===== config.mk =====
export PLATFORM = sky130hd
export DESIGN_NAME = size_budget_min_eviction_table_unit
export DESIGN_NICKNAME = d
export VERILOG_FILES = /design/src/sv/sbmet_pkg.sv /design/src/sv/sbmet_ram.sv /design/src/sv/sbmet_ctrl.sv /design/src/sv/sbmet_dp.sv /design/src/sv/size_budget_min_eviction_table_unit.sv
export VERILOG_INCLUDE_DIRS = /design/src /design/src/sv
export SDC_FILE = /design/constraint.sdc
export NUM_CORES = 2
export LEC_CHECK = 0
export ABC_CLOCK_PERIOD_IN_PS = 6660
export BUFFER_PORTS_ARGS = -buffer_cell sky130_fd_sc_hd__buf_2
export CORE_MARGIN = 1
export CORE_UTILIZATION = 45
export DETAILED_ROUTE_END_ITERATION = 7
export PLACE_DENSITY = 0.64
export SLEW_MARGIN = 30
export SYNTH_ARGS = -nofsm -noshare
export SYNTH_HDL_FRONTEND = slang
export SYNTH_SLANG_ARGS = --single-unit

===== constraint.sdc =====
create_clock -name i_clk -period 6.66 [get_ports i_clk]
set_input_delay 0 -clock i_clk [delete_from_list [all_inputs] [get_ports i_clk]]
set_output_delay 0 -clock i_clk [all_outputs]
set_load 0.02 [all_outputs]

===== src/sv/size_budget_min_eviction_table_unit_assert.svh =====
// ---------------------------------------------------------------------------
// size budget eviction table assertion macros
// shared concurrent assertion forms, clocked on i_clk, off during reset
// ---------------------------------------------------------------------------
`ifndef SIZE_BUDGET_MIN_EVICTION_TABLE_UNIT_ASSERT_SVH
`define SIZE_BUDGET_MIN_EVICTION_TABLE_UNIT_ASSERT_SVH

// consequent must hold in the same cycle as the antecedent
`define SBMET_ASSERT_NOW(label, ante, cons, msg) \
    label: assert property (@(posedge i_clk) disable iff (!i_rst_n) \
        (ante) |-> (cons)) else $error(msg);

// consequent must hold in the cycle after the antecedent
`define SBMET_ASSERT_NEXT(label, ante, cons, msg) \
    label: assert property (@(posedge i_clk) disable iff (!i_rst_n) \
        (ante) |=> (cons)) else $error(msg);

`endif


===== src/sv/sbmet_pkg.sv =====
// ---------------------------------------------------------------------------
// sbmet_pkg
// types and constants shared by the size budget eviction table modules
// ---------------------------------------------------------------------------
package sbmet_pkg;

    localparam int SIZE_W        = 20;
    localparam int DATE_W        = 32;
    localparam int TOTAL_W       = 25;
    localparam int SUM_W         = TOTAL_W + 1;
    localparam int RES_COUNT_W   = 6;
    localparam int ENTRY_W       = SIZE_W + DATE_W;
    localparam int MAX_RESULTS   = 32;
    localparam int EVICT_CNT_W   = 6;
    localparam int APB_ADDR_W    = 3;
    localparam int APB_DATA_W    = 32;

    localparam logic [TOTAL_W-1:0] SIZE_BUDGET_RESET = TOTAL_W'(32 * 1024);

    localparam logic FUNC_ADD  = 1'b0;
    localparam logic FUNC_TRIM = 1'b1;

    // word index of the size budget register
    localparam logic [APB_ADDR_W-3:0] REG_SIZE_BUDGET = '0;

    typedef enum logic [1:0] {
        STAT_ADDED    = 2'd0,
        STAT_REJECTED = 2'd1,
        STAT_EVICTED  = 2'd2,
        STAT_NONE     = 2'd3
    } t_status;

    typedef struct packed {
        logic              func;
        logic [SIZE_W-1:0] file_size;
        logic [DATE_W-1:0] file_date;
    } t_item;

    typedef struct packed {
        t_status                status;
        logic [SIZE_W-1:0]      evicted_size;
        logic [DATE_W-1:0]      evicted_date;
        logic [RES_COUNT_W-1:0] entry_count;
        logic [TOTAL_W-1:0]     size_total;
        logic                   last;
    } t_result;

    typedef enum logic [2:0] {
        ST_IDLE,
        ST_ADD_SCAN,
        ST_SCAN,
        ST_SCAN_TAIL,
        ST_EVICT
    } t_state;

    typedef struct packed {
        logic accept_add;
        logic accept_trim;
        logic add_try;
        logic scan_issue;
        logic evict;
    } t_dp_cmd;

    typedef struct packed {
        logic add_reject;
        logic over_budget;
        logic slot_free;
        logic scan_end;
        logic best_found;
        logic evict_last;
    } t_dp_stat;

endpackage


===== src/sv/sbmet_ram.sv =====
// ---------------------------------------------------------------------------
// sbmet_ram
// generic single write port ram with one registered read port
// ---------------------------------------------------------------------------
module sbmet_ram #(
    parameter int WIDTH = 52,
    parameter int DEPTH = 32
) (
    input  logic                     i_clk,
    input  logic                     i_we,
    input  logic [$clog2(DEPTH)-1:0] i_waddr,
    input  logic [WIDTH-1:0]         i_wdata,
    input  logic [$clog2(DEPTH)-1:0] i_raddr,
    output logic [WIDTH-1:0]         o_rdata
);

    logic [WIDTH-1:0] r_mem [DEPTH];
    logic [WIDTH-1:0] r_rdata;

    always_ff @(posedge i_clk) begin
        if (i_we) begin
            r_mem[i_waddr] <= i_wdata;
        end
        r_rdata <= r_mem[i_raddr];
    end

    assign o_rdata = r_rdata;

endmodule


===== src/sv/sbmet_ctrl.sv =====
// ---------------------------------------------------------------------------
// sbmet_ctrl
// sequencer for add slot search and the per-eviction minimum scan
// ---------------------------------------------------------------------------
`include "size_budget_min_eviction_table_unit_assert.svh"

module sbmet_ctrl (
    input  logic               i_clk,
    input  logic               i_rst_n,
    input  logic               i_start,
    input  logic               i_func,
    input  sbmet_pkg::t_dp_stat i_stat,
    output sbmet_pkg::t_dp_cmd  o_cmd,
    output logic               o_busy
);

    sbmet_pkg::t_state r_state;
    sbmet_pkg::t_state n_state;

    always_ff @(posedge i_clk) begin
        if (!i_rst_n) begin
            r_state <= sbmet_pkg::ST_IDLE;
        end else begin
            r_state <= n_state;
        end
    end

    always_comb begin
        n_state = r_state;
        unique case (r_state)
            sbmet_pkg::ST_IDLE: begin
                if (i_start) begin
                    if (i_func == sbmet_pkg::FUNC_ADD) begin
                        if (!i_stat.add_reject) begin
                            n_state = sbmet_pkg::ST_ADD_SCAN;
                        end
                    end else if (i_stat.over_budget) begin
                        n_state = sbmet_pkg::ST_SCAN;
                    end
                end
            end
            sbmet_pkg::ST_ADD_SCAN: begin
                if (i_stat.slot_free) begin
                    n_state = sbmet_pkg::ST_IDLE;
                end
            end
            sbmet_pkg::ST_SCAN: begin
                if (i_stat.scan_end) begin
                    n_state = sbmet_pkg::ST_SCAN_TAIL;
                end
            end
            sbmet_pkg::ST_SCAN_TAIL: begin
                n_state = sbmet_pkg::ST_EVICT;
            end
            sbmet_pkg::ST_EVICT: begin
                if (!i_stat.best_found || i_stat.evict_last) begin
                    n_state = sbmet_pkg::ST_IDLE;
                end else begin
                    n_state = sbmet_pkg::ST_SCAN;
                end
            end
            default: begin
                n_state = sbmet_pkg::ST_IDLE;
            end
        endcase
    end

    always_comb begin
        o_cmd  = '0;
        o_busy = 1'b1;
        unique case (r_state)
            sbmet_pkg::ST_IDLE: begin
                o_busy            = 1'b0;
                o_cmd.accept_add  = i_start && (i_func == sbmet_pkg::FUNC_ADD);
                o_cmd.accept_trim = i_start && (i_func == sbmet_pkg::FUNC_TRIM);
            end
            sbmet_pkg::ST_ADD_SCAN: begin
                o_cmd.add_try = 1'b1;
            end
            sbmet_pkg::ST_SCAN: begin
                o_cmd.scan_issue = 1'b1;
            end
            sbmet_pkg::ST_SCAN_TAIL: begin
                o_cmd = '0;
            end
            sbmet_pkg::ST_EVICT: begin
                o_cmd.evict = 1'b1;
            end
            default: begin
                o_cmd = '0;
            end
        endcase
    end

    `SBMET_ASSERT_NOW(a_accept_only_idle, o_busy, !(o_cmd.accept_add || o_cmd.accept_trim), "item accepted while busy")
    `SBMET_ASSERT_NEXT(a_scan_follows_evict, (r_state == sbmet_pkg::ST_EVICT) && i_stat.best_found && !i_stat.evict_last, r_state == sbmet_pkg::ST_SCAN, "eviction loop did not rescan")

endmodule


===== src/sv/sbmet_dp.sv =====
// ---------------------------------------------------------------------------
// sbmet_dp
// entry memory, valid bits, count and total, minimum tracker, result register
// ---------------------------------------------------------------------------
`include "size_budget_min_eviction_table_unit_assert.svh"

module sbmet_dp #(
    parameter int DEPTH = 32
) (
    input  logic                              i_clk,
    input  logic                              i_rst_n,
    input  sbmet_pkg::t_dp_cmd                i_cmd,
    output sbmet_pkg::t_dp_stat               o_stat,
    input  sbmet_pkg::t_item                  i_item,
    input  logic [sbmet_pkg::TOTAL_W-1:0]     i_budget,
    output sbmet_pkg::t_result                o_result,
    output logic                              o_result_valid
);

    localparam int IdxW = $clog2(DEPTH);
    localparam int CntW = $clog2(DEPTH + 1);

    // control state
    logic [DEPTH-1:0]                   r_valid, n_valid;
    logic [CntW-1:0]                    r_count, n_count;
    logic [sbmet_pkg::TOTAL_W-1:0]      r_total, n_total;
    logic [IdxW-1:0]                    r_idx, n_idx;
    logic                               r_pend, n_pend;
    logic                               r_found, n_found;
    logic [sbmet_pkg::EVICT_CNT_W-1:0]  r_n, n_n;
    logic                               r_out_valid, n_out_valid;

    // payload
    logic [IdxW-1:0]                    r_pend_idx, n_pend_idx;
    logic [IdxW-1:0]                    r_best_idx, n_best_idx;
    logic [sbmet_pkg::ENTRY_W-1:0]      r_best, n_best;
    sbmet_pkg::t_item                   r_item, n_item;
    sbmet_pkg::t_result                 r_out, n_out;

    logic [sbmet_pkg::ENTRY_W-1:0]      rd_entry;
    logic [sbmet_pkg::SUM_W-1:0]        add_sum;
    logic [sbmet_pkg::SIZE_W-1:0]       best_size;
    logic [sbmet_pkg::DATE_W-1:0]       best_date;
    logic [sbmet_pkg::TOTAL_W-1:0]      ev_total;
    logic [CntW-1:0]                    ev_count;
    logic                               scan_end;
    logic [IdxW-1:0]                    idx_inc;
    logic                               ram_we;

    sbmet_ram #(
        .WIDTH (sbmet_pkg::ENTRY_W),
        .DEPTH (DEPTH)
    ) u_entry_ram (
        .i_clk   (i_clk),
        .i_we    (ram_we),
        .i_waddr (r_idx),
        .i_wdata ({r_item.file_size, r_item.file_date}),
        .i_raddr (r_idx),
        .o_rdata (rd_entry)
    );

    assign ram_we    = i_cmd.add_try && !r_valid[r_idx];
    assign scan_end  = (r_idx == IdxW'(DEPTH - 1));
    assign idx_inc   = scan_end ? '0 : r_idx + 1'b1;
    assign add_sum   = {1'b0, r_total} + sbmet_pkg::SUM_W'(i_item.file_size);
    assign best_size = r_best[sbmet_pkg::ENTRY_W-1:sbmet_pkg::DATE_W];
    assign best_date = r_best[sbmet_pkg::DATE_W-1:0];
    assign ev_total  = (r_total >= sbmet_pkg::TOTAL_W'(best_size))
                     ? r_total - sbmet_pkg::TOTAL_W'(best_size) : '0;
    assign ev_count  = (r_count != '0) ? r_count - 1'b1 : '0;

    always_comb begin
        o_stat             = '0;
        o_stat.add_reject  = (r_count == CntW'(DEPTH)) || add_sum[sbmet_pkg::SUM_W-1];
        o_stat.over_budget = r_total > i_budget;
        o_stat.slot_free   = !r_valid[r_idx];
        o_stat.scan_end    = scan_end;
        o_stat.best_found  = r_found;
        o_stat.evict_last  = (ev_total <= i_budget) || (ev_count == '0)
                           || (r_n == sbmet_pkg::EVICT_CNT_W'(sbmet_pkg::MAX_RESULTS - 1));
    end

    always_comb begin
        n_valid     = r_valid;
        n_count     = r_count;
        n_total     = r_total;
        n_idx       = r_idx;
        n_pend      = i_cmd.scan_issue;
        n_pend_idx  = r_idx;
        n_found     = r_found;
        n_n         = r_n;
        n_best_idx  = r_best_idx;
        n_best      = r_best;
        n_item      = r_item;
        n_out_valid = 1'b0;
        n_out       = r_out;

        // running minimum over {size, date}; strict compare keeps the lowest slot
        if (r_pend && r_valid[r_pend_idx] && (!r_found || (rd_entry < r_best))) begin
            n_found    = 1'b1;
            n_best     = rd_entry;
            n_best_idx = r_pend_idx;
        end

        if (i_cmd.accept_add) begin
            n_item = i_item;
            n_idx  = '0;
            if (o_stat.add_reject) begin
                n_out_valid       = 1'b1;
                n_out             = '0;
                n_out.status      = sbmet_pkg::STAT_REJECTED;
                n_out.entry_count = sbmet_pkg::RES_COUNT_W'(r_count);
                n_out.size_total  = r_total;
                n_out.last        = 1'b1;
            end
        end

        if (i_cmd.accept_trim) begin
            n_idx   = '0;
            n_found = 1'b0;
            n_n     = '0;
            if (!o_stat.over_budget) begin
                n_out_valid       = 1'b1;
                n_out             = '0;
                n_out.status      = sbmet_pkg::STAT_NONE;
                n_out.entry_count = sbmet_pkg::RES_COUNT_W'(r_count);
                n_out.size_total  = r_total;
                n_out.last        = 1'b1;
            end
        end

        if (i_cmd.add_try) begin
            if (!r_valid[r_idx]) begin
                n_valid[r_idx]    = 1'b1;
                n_count           = r_count + 1'b1;
                n_total           = r_total + sbmet_pkg::TOTAL_W'(r_item.file_size);
                n_out_valid       = 1'b1;
                n_out             = '0;
                n_out.status      = sbmet_pkg::STAT_ADDED;
                n_out.entry_count = sbmet_pkg::RES_COUNT_W'(n_count);
                n_out.size_total  = n_total;
                n_out.last        = 1'b1;
            end else begin
                n_idx = idx_inc;
            end
        end

        if (i_cmd.scan_issue) begin
            n_idx = idx_inc;
        end

        if (i_cmd.evict) begin
            n_idx   = '0;
            n_found = 1'b0;
            if (r_found) begin
                n_valid[r_best_idx] = 1'b0;
                n_count             = ev_count;
                n_total             = ev_total;
                n_n                 = r_n + 1'b1;
                n_out_valid         = 1'b1;
                n_out.status        = sbmet_pkg::STAT_EVICTED;
                n_out.evicted_size  = best_size;
                n_out.evicted_date  = best_date;
                n_out.entry_count   = sbmet_pkg::RES_COUNT_W'(ev_count);
                n_out.size_total    = ev_total;
                n_out.last          = o_stat.evict_last;
            end else if (r_n == '0) begin
                n_out_valid       = 1'b1;
                n_out             = '0;
                n_out.status      = sbmet_pkg::STAT_NONE;
                n_out.entry_count = sbmet_pkg::RES_COUNT_W'(r_count);
                n_out.size_total  = r_total;
                n_out.last        = 1'b1;
            end
        end
    end

    always_ff @(posedge i_clk) begin
        if (!i_rst_n) begin
            r_valid     <= '0;
            r_count     <= '0;
            r_total     <= '0;
            r_idx       <= '0;
            r_pend      <= 1'b0;
            r_found     <= 1'b0;
            r_n         <= '0;
            r_out_valid <= 1'b0;
        end else begin
            r_valid     <= n_valid;
            r_count     <= n_count;
            r_total     <= n_total;
            r_idx       <= n_idx;
            r_pend      <= n_pend;
            r_found     <= n_found;
            r_n         <= n_n;
            r_out_valid <= n_out_valid;
        end
    end

    always_ff @(posedge i_clk) begin
        r_pend_idx <= n_pend_idx;
        r_best_idx <= n_best_idx;
        r_best     <= n_best;
        r_item     <= n_item;
        r_out      <= n_out;
    end

    assign o_result       = r_out;
    assign o_result_valid = r_out_valid;

    `SBMET_ASSERT_NOW(a_count_bound, 1'b1, r_count <= CntW'(DEPTH), "entry count above depth")
    `SBMET_ASSERT_NOW(a_count_matches_valid, 1'b1, $countones(r_valid) == 32'(r_count), "entry count differs from valid bits")
    `SBMET_ASSERT_NOW(a_evict_valid_slot, i_cmd.evict && r_found, r_valid[r_best_idx], "evicting a free slot")
    `SBMET_ASSERT_NOW(a_add_slot_free, ram_we, r_count < CntW'(DEPTH), "entry written into a full table")

endmodule


===== src/sv/size_budget_min_eviction_table_unit.sv =====
// add: reject is strobed in the cycle after start; an accepted add searches for a free slot and
//   strobes its result once it finds one (one valid bit checked per cycle)
// trim: each eviction scans all DEPTH entries through the entry ram and then strobes its
//   result; the scan repeats after each eviction, up to 32 results;
//   an item under budget answers in the cycle after start
// results are strobed for one cycle and cannot be stalled; busy is high until the item ends
// reset clears valid bits, count and total, and sets size_budget to 32768; no clearing pass
// ---------------------------------------------------------------------------
// size_budget_min_eviction_table_unit
// size/date entry table with budget trim by smallest-size, oldest-date eviction
// ---------------------------------------------------------------------------
module size_budget_min_eviction_table_unit #(
    parameter int DEPTH = 32
) (
    input  logic                                i_clk,
    input  logic                                i_rst_n,
    input  logic                                start,
    output logic                                busy,
    input  sbmet_pkg::t_item                    i_item,
    output sbmet_pkg::t_result                  o_result,
    output logic                                o_result_valid,
    input  logic                                psel,
    input  logic                                penable,
    input  logic                                pwrite,
    input  logic [sbmet_pkg::APB_ADDR_W-1:0]    paddr,
    input  logic [sbmet_pkg::APB_DATA_W-1:0]    pwdata,
    output logic [sbmet_pkg::APB_DATA_W-1:0]    prdata,
    output logic                                pready
);

    logic [sbmet_pkg::TOTAL_W-1:0] r_size_budget;
    logic                          budget_sel;
    sbmet_pkg::t_dp_cmd            dp_cmd;
    sbmet_pkg::t_dp_stat           dp_stat;

    assign pready     = 1'b1;
    assign budget_sel = (paddr[sbmet_pkg::APB_ADDR_W-1:2] == sbmet_pkg::REG_SIZE_BUDGET);
    assign prdata     = budget_sel ? sbmet_pkg::APB_DATA_W'(r_size_budget) : '0;

    always_ff @(posedge i_clk) begin
        if (!i_rst_n) begin
            r_size_budget <= sbmet_pkg::SIZE_BUDGET_RESET;
        end else if (psel && penable && pwrite && pready && budget_sel) begin
            r_size_budget <= pwdata[sbmet_pkg::TOTAL_W-1:0];
        end
    end

    sbmet_ctrl u_ctrl (
        .i_clk   (i_clk),
        .i_rst_n (i_rst_n),
        .i_start (start),
        .i_func  (i_item.func),
        .i_stat  (dp_stat),
        .o_cmd   (dp_cmd),
        .o_busy  (busy)
    );

    sbmet_dp #(
        .DEPTH (DEPTH)
    ) u_dp (
        .i_clk          (i_clk),
        .i_rst_n        (i_rst_n),
        .i_cmd          (dp_cmd),
        .o_stat         (dp_stat),
        .i_item         (i_item),
        .i_budget       (r_size_budget),
        .o_result       (o_result),
        .o_result_valid (o_result_valid)
    );

endmodule


* Word level (Yosys, flattened, before mapping)
Memory sizes are Yosys's and may differ from the RTL's. A register that Yosys moved wholly into a read port is not among the register bits.
Cells that the tools add are included.
Widths: inputs -> output; s select.
** Storage, ports and cells
- Bits in registers :: 305
- Bits in writable memories :: 1664
- Input bits :: 94
- Logic and storage cells :: 145
- Memories :: 1
** Cells by class
- $add $sub $neg :: 7
- Magnitude comparators :: 9
- Eq/ne operators :: 12
- Multiplexer cells :: 65
- Bitwise gates (word level) :: 6
- Reductions and logical operators :: 24
** Memories
- u_dp.u_entry_ram.r_mem :: words 32, width 52, read ports 1, clocked after memory_dff 1, write ports 1, line sbmet_ram.sv:17 : logic [WIDTH-1:0] r_mem [DEPTH];
** Operators with widths (number)
- $mux 86 :: 9
- $mux 25 :: 6
- $mux 32 :: 4
- $lt 52x52->1 :: 1
- $mux 6 :: 8
- $and 32x32->32 :: 1
- $not 32->32 :: 1
- $or 32x32->32 :: 1
- $mux 5 :: 6
- $add 25x20->26 :: 1
- $add 25x20->25 :: 1
- $ge 25x20->1 :: 1
- $gt 25x25->1 :: 1
- $le 25x25->1 :: 1
- $sub 25x20->25 :: 1
- $mux 1 :: 19
- $lt 5x6->1 const B :: 3
- $mux 3 :: 6
- $pmux 3 s5 :: 1
- $add 6x1->6 const B :: 2
- $logic_not 6->1 :: 2
- $bmux 1 s5 :: 2
- $demux 1 s5 :: 2
- $ge 5x1->1 const B :: 2
- other kinds (21) :: 41

* Depth between registers and ports, before layout
- Word-level depth :: 11
- Mapped depth :: 21
- Mapped depth without buffers :: 21

* Cells and area by module
From an unflattened synthesis, not the netlist that was laid out.
** Unflattened totals
- Cells, all modules :: 5563
- Area total of the unflattened synthesis :: 83635.2 sq um
** Modules (own cells, without submodules)
- sbmet_ram :: instances 1, cells each 3641, area each 65730.5 sq um
- sbmet_dp :: instances 1, cells each 1754, area each 16432.0 sq um
- size_budget_min_eviction_table_unit :: instances 1, cells each 147, area each 1271.2 sq um
- sbmet_ctrl :: instances 1, cells each 21, area each 201.4 sq um

* Least setup slack after synthesis
Ideal clock, no wire load.
- Path type :: register to register
- Start point :: reg u_dp.r_best[33] (netlist name)
- End point :: reg u_dp.r_best[0] (netlist name), enable pin
- Data arrival time :: 5568 ps
- Data required time :: 6118 ps
- Slack :: 550 ps
- Cell stages (with the launch flop) :: 10
- Period minus slack after synthesis :: 6110 ps
- Path through :: edfxtp_1 inv_1 ha_1 a21o_1 a21o_1 a21oi_1 o21ai_0 a221oi_1 o221ai_1 nor3_1
** On the way
- Cells in the longest elaborated chain, start to end :: 3
** Ends and longest elaborated chain
- start: declaration :: line sbmet_dp.sv:36 : logic [sbmet_pkg::ENTRY_W-1:0] r_best, n_best;
- start signal: assignment :: line sbmet_dp.sv:203 : r_best <= n_best;
- $lt 52x52->1 :: line sbmet_dp.sv:99 : if (r_pend && r_valid[r_pend_idx] && (!r_found || (rd_entry < r_best))) begin
- $logic_or 1x1->1 :: line sbmet_dp.sv:99
- $logic_and 1x1->1 :: line sbmet_dp.sv:99
Every way passes these cells.
A chain may end at the register's enable or synchronous reset.

* Worst setup path after layout
- Start point :: reg u_dp.r_total[1] (netlist name)
- End point :: reg u_ctrl.r_state[1]
** On the way
- Cells in the longest elaborated chain, start to end :: 8
- Elaborated cells between the ends (all ways) :: 15
- Classes of those cells :: add/sub: 2; order compare: 3; eq/ne: 2; mux: 3; reduce/logical: 5
** Ends and longest elaborated chain
- start: declaration :: line sbmet_dp.sv:26 : logic [sbmet_pkg::TOTAL_W-1:0] r_total, n_total;
- start signal: assignment :: line sbmet_dp.sv:191 : r_total <= n_total;
- $sub 25x20->25 or $ge 25x20->1 (tied branches) :: line sbmet_dp.sv:69, sbmet_dp.sv:68
- $mux 25 :: line sbmet_dp.sv:69 : ? r_total - sbmet_pkg::TOTAL_W'(best_size) : '0;
- $le 25x25->1 :: line sbmet_dp.sv:79 : o_stat.evict_last = (ev_total <= i_budget) || (ev_count == '0)
- $logic_or 1x1->1 :: line sbmet_dp.sv:79
- $logic_or 1x1->1 :: line sbmet_dp.sv:80 : || (r_n == sbmet_pkg::EVICT_CNT_W'(sbmet_pkg::MAX_RESULTS - 1));
- $logic_or 1x1->1 :: line sbmet_ctrl.sv:56 : if (!i_stat.best_found || i_stat.evict_last) begin
- $mux 2 :: line sbmet_ctrl.sv:56
- $pmux 3 s5 :: line sbmet_ctrl.sv:30 : unique case (r_state)
- end signal: assignment :: line sbmet_ctrl.sv:22 : r_state <= sbmet_pkg::ST_IDLE;
- end signal: assignment :: line sbmet_ctrl.sv:24 : r_state <= n_state;
- end: declaration :: line sbmet_ctrl.sv:17 : sbmet_pkg::t_state r_state;
Parallel ways exist; a longest one is shown, timed or not.

==> metrics.md <==
| Metric | Value |
|---|---|
| Worst rel slew slack | 0.334 |
| WS Path Type | reg -> reg |
| Skew final | between 0.08 and 0.09 ns |
| Filler cell count | around 14000 |
| CTS resizes | 0 |
| Leakage power | ~31 nW |
| Fmax | 189 MHz |
| Initial antenna violation count | 6 |
| Grt total ovfl | 0 |
| DR iter-0 viols | about 5000 |
| DRT antenna net count | 0 |
| Vias in the first global route | 44368 |
| Avg Cell Area, Syn | ~18 um2 |
| TritonCTS Sinks | about 2000 |
| Area grow syn2layout | 16.5% |
| Power Density | about 290 nW/um2 |
| Core footprint | approximately 180000 um2 |
| CP required | around 7.4 ns |
| RSZ-0062 raised after global routing | false |
| Internal | roughly 21 mW |
| Largest net degree at the start of global routing | 100 |
| CTS tree | yes |
| Core Rows | 154 |
| Hold Worst Slack | 0.0495 ns |
| Clock transition at path regs | ~0.06 ns |
| Combinational power share | 0.048 |
| Maximum VDD drop | approximately 0.30 mV |
| Sw frac | 0.217 |
| YS warnings | 0 |
| Drt total wl | between 200000 and 250000 um |
| CP arrival | between 6 and 7 ns |
| IO Count | 215 |
| Seq/Total Area, Yosys | 0.724 |
| Mapped cell area | 80400 um2 |
| Most frequent cells in the layout | 1773 x edfxtp_1, 427 x mux4_2, 246 x dfxtp_1 |
| Most common cell after layout, fill and taps aside | edfxtp_1 |
| Register share of total power | 0.525 |
| Gr usage total | 0.238 |
| Clock Power Share | 0.427 |
| Synth Instances | 4397 |
| # setup viols final | 0 |
| Port Buffer Count | between 150 and 200 |
| Main synth FF type | edfxtp_1 |
| GPL Wtd Cong | a little under 0.9 |
| Postcts setup bufs | 0 |
| Post-route clock period utilization | 0.796 |
| Yosys reg bits | between 2000 and 2500 |
| Startpoint types | register |
| # DRC | 0 |
| Max-cap violations | 0 |
| CP max FO | 20 |
| Num CTS Buffers | roughly 200 |
| DRT Pass-1 Iters | 6 |
| Post-synth cell types | just under 80 |
| Die width | 425 um |
| H-tree Lvls | 4 |
| Antenna Cells | 0 |
| Multi-input logic area | approximately 21000 um2 |
| Post-layout min period | roughly 5.3 ns |
| Setup crit end kind | register |
| Fin. max-slew vios | 0 |
| CTS Hold Buffers Added | 157 |
| WL/cell | approximately 30 um |
| Dpl hpwl | around 120000 um |
| Vias/cell | ~6.1 |
| Setup TNS | 0 ns |
| Clk_lat worst skew | approximately 0.85 ns |
| Starting density of the core | 0.455 |
| Final Hold Vio Count | 0 |
| Outcome | finished clean |
| Hold crit path type | in -> reg |
| Die footprint | between 150000 and 200000 um2 |
| Register area | around 58000 um2 |
| Layout cell share with drive strength beyond 1 | 0.230 |
| First-pass GRT wire length | ~310000 um |
| CTS root buf | clkbuf_16 |
| Nets | 5131 |
| Psw | 5.79 mW |
| Async S/R FF share, synth | 0 |
| Vias | between 40000 and 50000 |
| Post-synth EDFFs | approximately 1800 |
| Slew @ Worst Pin | between 0.9 and 1 ns |
| Max Root-Sink Buffers | 3 |
| Die Y | 425 um |
-- power by group through the flow --
stage	Combinational [mW]	Clock [mW]	Sequential [mW]
final	1.28	11.4	14.0
after global routing	1.39	12.0	14.0
after CTS	1.23	11.6	14.1
after detailed placement	1.15	0	14.3
after global placement	1.11	0	14.3
after floorplan	0.727	0	14.3
-- worst max-delay path, stage by stage (launching register included) --
cell and delay (ns):
dfxtp_1 0.55, ha_1 0.31, nor2b_1 0.15, o31a_1 0.30
o311ai_2 0.24, buf_4 0.20, nand2_1 0.06, a32oi_1 0.21
buf_4 0.24, and2_1 0.66, nor2_1 0.18, ha_1 0.34
nand4_1 0.11, nor2_1 0.26, nand4_1 0.18, nor2_1 0.13
o31ai_1 0.09, a21oi_1 0.62, o221ai_1 0.19, a21oi_1 0.17
-- stage by stage --
| step | instances | utilization | cell area (um2) | worst slack (ns) | power, mW |
|---|---|---|---|---|---|
| 2_1_floorplan | 4403 | - | 80400 | 0.550 | 15.0 |
| 3_3_place_gp | 6800 | 0.479 | 84700 | 1.50 | 15.5 |
| 3_5_place_dp | 6817 | 0.481 | 85000 | 1.53 | 15.5 |
| 4_1_cts | 7352 | 0.527 | 93300 | 1.49 | 26.9 |
| 5_1_grt | 7383 | 0.530 | 93700 | 1.19 | 27.5 |
| 6_report | 7383 | 0.530 | 93700 | 1.36 | 26.7 |
-- metal layers --
metal,GRT usage,part of all wire
met5,0,0.00021
met4,0.0647,0.025
met3,0.0425,0.081
met2,0.381,0.48
met1,0.338,0.42
-- synthesized netlist by cell type (all sizes together), types with 8 or more instances --
cell type  number  area [um2]
dfxtp         248        4960
nor3           39         200
o221a          31         349
and3           50         313
o31ai          11        82.6
ha            169        2110
or3b            8        70.1
o22ai          13        81.3
buf            96         463
a31oi          15        93.8
o211ai         15         113
a32oi           9        78.8
a211o           8        70.1
xnor2          28         245
nand4          50         319
nand2         143         537
a21oi         139         696
mux4          427        9620
nor2          161         604
nor4            9        62.6
xor2            8        70.1
o21a           23         173
and2           19         119
a22o           54         473
or2             8        50.1
a21o           50         375
clkbuf        135         507
a221o          10         100
a22oi         181        1360
o21ai         107         539
nand3b         13         105
nand3          65         325
edfxtp       1773       53200
inv           107         402
a211oi         17         128
nand2b         10        62.6
mux2i          51         510
nor2b          21         131
or3             8        55.1
-- kinds of logic (layout without fill, tap and decap cells) --
kind of cell | count (synthesis) | count (layout) | synth area share
buffers and inverters | 338 | 978 | 0.0171
multiplexers | 479 | 479 | 0.126
other | 2 | 8 | 0.0000934
adder cells (fa/ha/maj) | 171 | 171 | 0.0268
AO/OA/AOI/OAI | 733 | 733 | 0.0642
AND/OR/NAND/NOR | 617 | 617 | 0.0381
flip-flops | 2021 | 2021 | 0.724
XOR/XNOR | 36 | 36 | 0.00392
-- worst paths after layout --
check / startpoint / endpoint / depth (start not counted) / slack, ns
max: u_dp.r_total[1]$_SDFF_PN0_ / u_ctrl.r_state[1]$_SDFFE_PN0P_ / 19 / 1.36
min: i_item[43] / u_dp.r_item[43]$_DFFE_PP_ / 2 / 0.05
max reg2reg: u_dp.r_total[1]$_SDFF_PN0_ / u_ctrl.r_state[1]$_SDFFE_PN0P_ / 19 / 1.36
min reg2reg: u_dp.u_entry_ram.o_rdata[27]$_DFF_P_ / u_dp.r_best[27]$_DFFE_PP_ / 0 / 0.44
-- registers in the layout (all words and copies together) (netlist names) --
register	cells
r_size_budget	25
u_ctrl.r_state	3
u_dp.n_pend_idx	5
u_dp.o_result	86
u_dp.o_result_valid	1
u_dp.r_best	52
u_dp.r_best_idx	5
u_dp.r_count	6
u_dp.r_found	1
u_dp.r_item	52
u_dp.r_n	6
u_dp.r_pend	1
u_dp.r_pend_idx	5
u_dp.r_total	25
u_dp.r_valid	32
u_dp.u_entry_ram.o_rdata	52
u_dp.u_entry_ram.r_mem	1664
-- cell type report --
class / instances / share of cell area
Clock buffer: 275 / 0.0591
Inverter: 107 / 0.00430
Multi-Input combinational cell: 2044 / 0.226
Sequential cell: 2021 / 0.621
Clock inverter: 103 / 0.0125
Tap cell: 2340 / 0.0313
Timing Repair Buffer: 493 / 0.0452
No activity file was read; power rests on OpenSTA's default activity.
